### src/hw/rtl/particle_pool_update_defines.svh
// assertion helpers used by ppu_back
`ifndef PARTICLE_POOL_UPDATE_DEFINES_SVH
`define PARTICLE_POOL_UPDATE_DEFINES_SVH

// implication checked on every edge outside reset
`define PPU_ASSERT_IMP(label, clk, rst_n, ante, cons) \
	label: assert property (@(posedge clk) disable iff (!rst_n) (ante) |-> (cons)) \
		else $error("assertion failed");

// next-cycle implication
`define PPU_ASSERT_NEXT(label, clk, rst_n, ante, cons) \
	label: assert property (@(posedge clk) disable iff (!rst_n) (ante) |=> (cons)) \
		else $error("assertion failed");

`endif

### src/hw/rtl/ppu_pkg.sv
package ppu_pkg;

	localparam int unsigned PoolDepthDefault = 32;
	localparam int unsigned QueueDepth = 2;

	typedef enum logic [2:0] {
		OP_CREATE = 3'd0,
		OP_TICK   = 3'd1,
		OP_ACCEL  = 3'd2,
		OP_MOVE   = 3'd3,
		OP_CLEAR  = 3'd4,
		OP_LIST   = 3'd5
	} op_t;

	localparam logic [1:0] StOk = 2'd0;
	localparam logic [1:0] StFull = 2'd1;
	localparam logic [1:0] StEmpty = 2'd2;

	// classified command handed from front to back
	typedef struct packed {
		logic [2:0]  op;
		logic [23:0] a_x;   // position or delta
		logic [23:0] a_y;
		logic [23:0] v_x;
		logic [23:0] v_y;
		logic [15:0] life;
		logic [31:0] tint;
		logic [15:0] elapsed;
	} cmd_t;

	function automatic logic [15:0] decay_entry(input logic [3:0] k);
		logic [15:0] r;
		begin
			case (k)
				4'd0: r = 16'd23170;
				4'd1: r = 16'd27554;
				4'd2: r = 16'd30048;
				4'd3: r = 16'd31379;
				4'd4: r = 16'd32066;
				4'd5: r = 16'd32415;
				4'd6: r = 16'd32591;
				4'd7: r = 16'd32679;
				4'd8: r = 16'd32724;
				4'd9: r = 16'd32746;
				4'd10: r = 16'd32757;
				4'd11: r = 16'd32762;
				default: r = 16'd32768;
			endcase
			return r;
		end
	endfunction

	function automatic logic signed [23:0] sat24(input logic signed [25:0] v);
		logic signed [23:0] r;
		begin
			if (v > 26'sd8388607) r = 24'sh7FFFFF;
			else if (v < -26'sd8388608) r = 24'sh800000;
			else r = v[23:0];
			return r;
		end
	endfunction

	function automatic logic frame_of(input logic [15:0] l);
		logic r;
		begin
			if (l >= 16'd2458) r = 1'b0;
			else if (l >= 16'd1229) r = 1'b1;
			else if (l >= 16'd615) r = 1'b0;
			else r = 1'b1;
			return r;
		end
	endfunction

endpackage

### src/hw/rtl/ppu_front.sv
module ppu_front (
	input  logic            clk,
	input  logic            arst_n,
	input  logic            start,
	output logic            busy,
	input  ppu_pkg::cmd_t   cmd_in,
	output logic            q_valid,
	output ppu_pkg::cmd_t   q_cmd,
	input  logic            q_pop,
	input  logic            back_busy
);

	// two-entry command queue; front takes a beat only when the queue is empty and the back is idle
	ppu_pkg::cmd_t mem_q [ppu_pkg::QueueDepth];
	logic wp_q, rp_q;
	logic [1:0] cnt_q;
	logic push;

	// one op in flight at a time: the pool state of the next op depends on this one
	assign busy = (cnt_q != 2'd0) || back_busy;
	assign push = start && !busy;
	assign q_valid = cnt_q != 2'd0;
	assign q_cmd = mem_q[rp_q];

	always_ff @(posedge clk) begin
		if (push) mem_q[wp_q] <= cmd_in;
	end

	always_ff @(posedge clk or negedge arst_n) begin
		if (!arst_n) begin
			wp_q <= 1'b0;
			rp_q <= 1'b0;
			cnt_q <= 2'd0;
		end else begin
			if (push) wp_q <= ~wp_q;
			if (q_pop) rp_q <= ~rp_q;
			cnt_q <= cnt_q + {1'b0, push} - {1'b0, q_pop};
		end
	end

endmodule

### config.mk
export PLATFORM = sky130hd
export DESIGN_NAME = ppu_front
export DESIGN_NICKNAME = d
export VERILOG_FILES = /design/src/hw/rtl/particle_pool_update_defines.svh /design/src/hw/rtl/ppu_pkg.sv /design/src/hw/rtl/ppu_front.sv
export SDC_FILE = /design/constraint.sdc
export NUM_CORES = 1
export LEC_CHECK = 0
export ABC_AREA = 1
export BUFFER_PORTS_ARGS = -buffer_cell sky130_fd_sc_hd__buf_2
export CAP_MARGIN = 20
export CORE_AREA = 5 5 182 184
export CTS_BUF_LIST = sky130_fd_sc_hd__clkbuf_2 sky130_fd_sc_hd__clkbuf_4 sky130_fd_sc_hd__clkbuf_8
export DETAILED_ROUTE_END_ITERATION = 10
export DIE_AREA = 0 0 187 189
export GPL_TIMING_DRIVEN = 0
export HOLD_SLACK_MARGIN = 0.15
export PLACE_DENSITY_LB_ADDON = 0.2
export SYNTH_ARGS = -nofsm -noshare
export SYNTH_HDL_FRONTEND = slang
export SYNTH_SLANG_ARGS = --single-unit
### constraint.sdc
create_clock -name clk -period 8.24 [get_ports clk]
set_clock_uncertainty 0.15 [all_clocks]
set_input_delay 2.472 -clock clk [delete_from_list [all_inputs] [get_ports clk]]
set_output_delay 2.472 -clock clk [all_outputs]
set_load 0.01 [all_outputs]
==> impl_metrics.csv, run 1 <==
group,metric,value,unit
global_routing,grt_pass1_wl,43600,um
synth,synth-seq-cells,330,
pwr,power,0.00484,W
cells_and_area,mostFrequentLayoutCell,"buf_2",
clock_network,cts_buffer_depth,3,
synth,synth.distinct_cells,16,
synth,synth_area_leaders,"edfxtp_1, nand2_1, inv_1",
die,row_count,65,
synth,post_synth.cell_area_avg,14.0,sq um
run_status,status,"completed",
pwr,pwr-share-seq,0.416,
synth,seq_area_frac_synth,0.805,
synth,synthCells,879,
flow_run,cap_violations,0,
timing,final.min_clock_period,5.50,ns
clock_network,clk_latency,0.55,ns
synth,synth_top_area_frac,0.797,
cells_and_area,fillerInstances,2829,
place,numPortBuffers,332,
route,wl_per_cell,16.5,um
die,die_y,189,um
critical_path,crit_chain,"buf_2 > inv_1 > nand2_1 > buf_2",
route,vias,7733,
global_routing,grt_pass1_vias,7960,
place,dp_hpwl,19500,um
clock_network,cts_tree,"built",
clock_network,cts_hold_buf,0,
timing,worst_pin_slew,0.613,ns
route,final_antenna_net_count,0,
cells_and_area,area_growth,28.1,%
min_path,hold_class,"reg2reg",
die,ios,333,
pwr,combPwrFrac,0.287,
critical_path,crit_required,5.62,ns
clock_network,h-tree-depth,2,
critical_path,cp-start-kind,"input port",
die,start_util,0.393,
critical_path,critPathTopFamily,"buffers and inverters",
clock_network,clock-sinks,330,
global_routing,grt_antenna_before_repair,4,
synth,syn_nets,1048,
global_routing,grt_remaining_overflow,0,
route,dr.pass1.iters,5,
route,viasPerCell,4.49,
clock_network,root_buffer,"clkbuf_8",
die,die_w,187,um
pwr,p_switching,0.00154,W
die,dieArea,35300,sq um
global_routing,track_usage,0.157,
timing,finalCritPeriodShare,0.667,
timing,hold_viol_final,0,
pwr,ir_drop,0.000154,V
global_routing,grt_start_max_net_pins,90,
pwr,switching_share,0.319,
critical_path,critical_path_arrival,2.88,ns
cells_and_area,layout_common_cells,"buf_2, edfxtp_1, nand2_1, inv_1, o21ai_0",
critical_path,path_class,"in2out",
critical_path,cp_num_buf_inv,3,
critical_path,worstPathMaxFanout,3,
timing,rsz0062_at_grt,"false",
critical_path,path_common_cell,"buf_2",
clock_network,cts_buffers,54,
critical_path,slowest_stage,"buf_2",
synth,mappedNetlistArea,12300,sq um
synth,synth_area_leader_cell,"edfxtp_1",
cells_and_area,fin_nets,1443,
timing,setup_violations,0,
pwr,p_clk_frac,0.296,
synth,ys_warn_count,0,
place,place_inst,1620,
critical_path,crit_path_max_incr_delay,0.15,ns
cells_and_area,final_cells,1722,
timing,fmaxAchievable,182,MHz
clock_network,cts_setup_buffers,0,
route,drt_iter0_markers,355,
pwr,leakagePower,6.66,nW
clock_network,clkTransAtPathRegs,0.06,ns
die,core_area,31200,sq um
route,totalWireLength,28400,um
critical_path,endpoint_kind,"output pin",
pwr,powerDensity,308,nW/um^2
timing,relSlewSlack,0.591,
route,drc_errors,0,
pwr,intPower,0.00330,W
clock_network,cts_resized,0,
cells_and_area,diodes,0,
cells_and_area,post-route-util,0.504,
timing,drv_slew,0,
cells_and_area,drive_gt1_frac,0.344,
place,gp_congestion,0.730,
==> cells in the mapped netlist <==
| cell type | n |
|---|---|
| nand3_1 | 2 |
| o21ai_0 | 113 |
| nor2_1 | 2 |
| inv_1 | 170 |
| buf_6 | 11 |
| o21ai_1 | 50 |
| buf_4 | 1 |
| clkbuf_1 | 11 |
| buf_2 | 13 |
| xor2_1 | 1 |
| edfxtp_1 | 326 |
| ha_1 | 1 |
| nand4_1 | 1 |
| nand2_1 | 172 |
| xnor2_1 | 1 |
| dfrtp_1 | 4 |
==> through the flow <==
stage	hold slack [ns]	setup WS [ns]	area [sq um]	setup TNS, ns
finish	0.331	2.74	15700	0
global route	0.376	2.73	15700	0
floorplan	0.292	0.711	12300	0
detailed placement	0.316	2.74	14600	0
global placement	0.305	-2.25	14400	-451.04
CTS	0.332	2.74	15700	0
==> final timing paths <==
path	startpoint	to	slack, ns	depth (start not counted)
max reg2reg	cnt_q[1]	mem_q[1][59]	5.64	6
max	back_busy	busy	2.74	4
min reg2reg	wp_q	wp_q	0.33	2
min in group asynchronous	arst_n	wp_q	1.57	1
min	wp_q	wp_q	0.33	2
max in group asynchronous	arst_n	rp_q	6.25	1
==> state kept, by name, summed over array words and instances, names as in the netlist <==
signal / count
mem_q: 326
cnt_q: 2
rp_q: 1
wp_q: 1
==> power groups by stage <==
stage | sequential, W | combinational [W] | clock [W]
after floorplan | 0.00206 | 0.000748 | 0
after global placement | 0.00208 | 0.00141 | 0
after detailed placement | 0.00205 | 0.00143 | 0
after CTS | 0.00202 | 0.00144 | 0.00148
after global routing | 0.00202 | 0.00155 | 0.00157
final | 0.00202 | 0.00139 | 0.00144
==> final cells by class <==
class                   count  area [sq um]  share of cell area
clock buffers              76           927              0.0589
flip-flops and latches    330          9890               0.629
repair buffers            339          1820               0.115
plain buffers              36           238              0.0151
multi-input cells         343          1520              0.0968
inverters                 170           646              0.0410
clock inverters            26           188              0.0119
well taps                 402           503              0.0320
==> tightest hold or removal path, stage by stage (launching register included) <==
cell     delay, ns
dfrtp_1       0.35
nand2_1       0.06
nand2_1       0.05
==> cell families after synthesis <==
group / after synthesis / share of synthesized area
AOI/OAI and AO/OA: 163 / 0.0664
adders and majority gates: 1 / 0.00102
buffers and inverters: 206 / 0.0713
and+or+nand+nor: 177 / 0.0545
xor gates and xnor gates: 2 / 0.00143
DFF: 330 / 0.805
==> layer usage <==
layer / GRT usage / vias to the layer above / routed length [um]
met3: 0.0551 / 50 / 2230
met4: 0.0429 / 8 / 513
li1: - / 3779 / -
met1: 0.180 / 3648 / 11000
met2: 0.282 / 248 / 14500
met5: 0 / - / 42
Note: power is estimated with default switching activity, not from simulation.
==> inputs of run 2 (changes only) <==
ABC_AREA = 0   (was 1)
CORE_AREA = 5 5 179 181   (was 5 5 182 184)
DIE_AREA = 0 0 184 186   (was 0 0 187 189)
clock period = 5 ns   (was 8.24 ns; I/O delays follow)
==> run 2 against run 1 <==
Compared with the run above:
- clock-buffer cell count rose by 2
- clock power increased by 62%
- first-iteration DRC count down 41%
- die area shrank 3.2%
- critical path depth shrank 1
- combinational power increased by 40%
- non-clock buffer count fell by 13
- largest cell class unchanged
- largest power group unchanged
- highest routed layer unchanged
==> impl_metrics.csv, run 2 <==
group,metric,value,unit
die,die_w,184,um
clock_network,clk_latency,0.56,ns
critical_path,cp-start-kind,"input port",
min_path,hold_class,"reg2reg",
die,core_area,30300,sq um
route,viasPerCell,4.59,
critical_path,endpoint_kind,"output pin",
synth,ys_warn_count,0,
global_routing,grt_pass1_wl,37800,um
place,place_worst_setup_slack,0.790,ns
global_routing,grt_start_max_net_pins,33,
synth,synth_area_leader_cell,"edfxtp_1",
global_routing,top_usage_layer,"met2",
critical_path,worstPathMaxFanout,2,
timing,finalCritPeriodShare,0.748,
synth,synthArstFlopShare,0.0121,
cells_and_area,fin_nets,1092,
cells_and_area,top_register,"mem_q",
place,numPortBuffers,332,
place,gp_congestion,0.710,
cells_and_area,drive_gt1_frac,0.640,
timing,worst_pin_slew,0.810,ns
critical_path,critical_path_arrival,2.09,ns
timing,relSlewSlack,0.459,
critical_path,r2r_slack,1.98,ns
synth,synth_area_leaders,"edfxtp_1, mux2_2, dfrtp_1",
clock_network,cts_resized,0,
synth,yosysMostFrequentCell,"edfxtp_1",
cells_and_area,final_cells,1361,
global_routing,grt_remaining_overflow,0,
run_status,status,"completed",
timing,setup_violations,0,
critical_path,cp-endpoint,"busy",
global_routing,met3_usage,0.0543,
pwr,power,0.00759,W
clock_network,h-tree-depth,2,
route,drc_errors,0,
clock_network,clkTransAtPathRegs,0.06,ns
timing,hold_viol_final,0,
synth,seq_area_frac_synth,0.830,
pwr,powerDensity,492,nW/um^2
critical_path,reg2reg_to,"mem_q[0][32]",
clock_network,cts_setup_buffers,0,
die,die_y,186,um
clock_network,cts_buffers,53,
timing,tns,0,ns
cells_and_area,mostFrequentLayoutCell,"buf_2",
pwr,leakagePower,5.73,nW
die,ios,333,
synth,synthFlopType,"edfxtp_1",
die,dieArea,34200,sq um
cells_and_area,layout_common_cells,"buf_2, edfxtp_1, mux2_2, clkbuf_8, clkbuf_4",
route,drt_iter0_markers,211,
timing,setup_slack,1.26,ns
cells_and_area,post-route-util,0.509,
clock_network,root_buffer,"clkbuf_8",
place,dp_hpwl,18100,um
die,start_util,0.394,
clock_network,cts_hold_buf,0,
route,wl_per_cell,19.0,um
global_routing,met1_usage,0.155,
synth,post_synth.cell_area_avg,22.7,sq um
clock_network,cts_buffer_depth,3,
timing,drv_slew,0,
pwr,ir_drop,0.000233,V
synth,syn_nets,694,
route,dr.pass1.iters,4,
route,vias,6247,
synth,synth-seq-cells,330,
cells_and_area,area_growth,29.3,%
critical_path,r2r_start,"cnt_q[1]",
clock_network,clock-sinks,330,
route,final_antenna_net_count,0,
cells_and_area,reg.largest.list,"mem_q x326, cnt_q x2",
synth,synth_common_cells,"edfxtp_1, mux2_2, buf_2, dfrtp_1",
clock_network,cts_tree,"built",
cells_and_area,largest_reg_flops,326,
synth,synth_top_area_frac,0.821,
critical_path,path_class,"in2out",
synth,mappedNetlistArea,11900,sq um
timing,final.min_clock_period,3.74,ns
timing,rsz0062_at_grt,"false",
global_routing,track_usage,0.145,
synth,synth.distinct_cells,14,
critical_path,r2r_cells,6,
synth,synth_edf_count,326,
synth,synthCells,525,
timing,fmaxAchievable,267,MHz
global_routing,grt_use_met2,0.260,
die,row_count,64,
place,place_inst,1264,
global_routing,grt_antenna_before_repair,3,
route,totalWireLength,25800,um
critical_path,timing.critical_path.from,"back_busy",
flow_run,cap_violations,0,
global_routing,grt_pass1_vias,6710,
critical_path,crit_required,3.35,ns
[run 2: changes by cell type after synthesis, moves of 2 or more]
cell	previous run	this run
nand3_1	2	0
mux2_2	0	163
buf_6	11	0
nand2_1	172	1
clkbuf_1	11	0
inv_1	170	1
o21ai_1	50	0
o21ai_0	113	0
buf_2	13	19
[run 2: layout make-up]
class,count,area [sq um]
Buffer,19,101
Clock inverter,17,151
Antenna cell,2,5.00
Clock buffer,78,930
Fill cell,2575,14900
Sequential cell,330,9890
Multi-Input combinational cell,175,1950
Tap cell,396,495
Inverter,1,3.75
Timing Repair Buffer,343,1890
[run 2: critical path, stage by stage]
cell,delay (ns)
buf_2,0.11
or3_1,0.31
buf_2,0.17
[run 2: power breakdown]
part | internal, W | switching, W
combinational | 0.000927 | 0.00101
sequential | 0.00327 | 0.0000507
clock | 0.00134 | 0.000991
[run 2: logic make-up after synthesis]
kind of cell	share of synthesized area
xor+xnor	0.00430
fa+ha+maj	0.00105
buf+inv	0.00829
flops	0.830
mux	0.154
simple gates	0.00283
[run 2: worst min path at each step]
stage               startpoint       end  slack [ns]  cells past startpoint
finish                cnt_q[0]  cnt_q[0]        0.39                      1
global route          cnt_q[0]  cnt_q[0]        0.42                      1
CTS                   cnt_q[0]  cnt_q[0]        0.39                      1
detailed placement    cnt_q[0]  cnt_q[0]        0.39                      1
global placement      cnt_q[0]  cnt_q[0]        0.39                      1
floorplan             cnt_q[0]  cnt_q[0]        0.34                      1
[run 2: stage by stage]
stage | area, sq um | hold WS (ns)
after CTS | 15400 | 0.395
after global routing | 15400 | 0.421
final | 15400 | 0.393
after floorplan | 11900 | 0.343
after detailed placement | 14300 | 0.387
after global placement | 14100 | 0.388
[run 2: routing by layer]
metal | up-vias | part of all wire | routed length (um)
li1 | 2910 | - | -
met4 | 4 | 0.030 | 771
met1 | 3056 | 0.35 | 9120
met3 | 57 | 0.089 | 2290
met2 | 220 | 0.53 | 13600
met5 | - | 0.00089 | 23
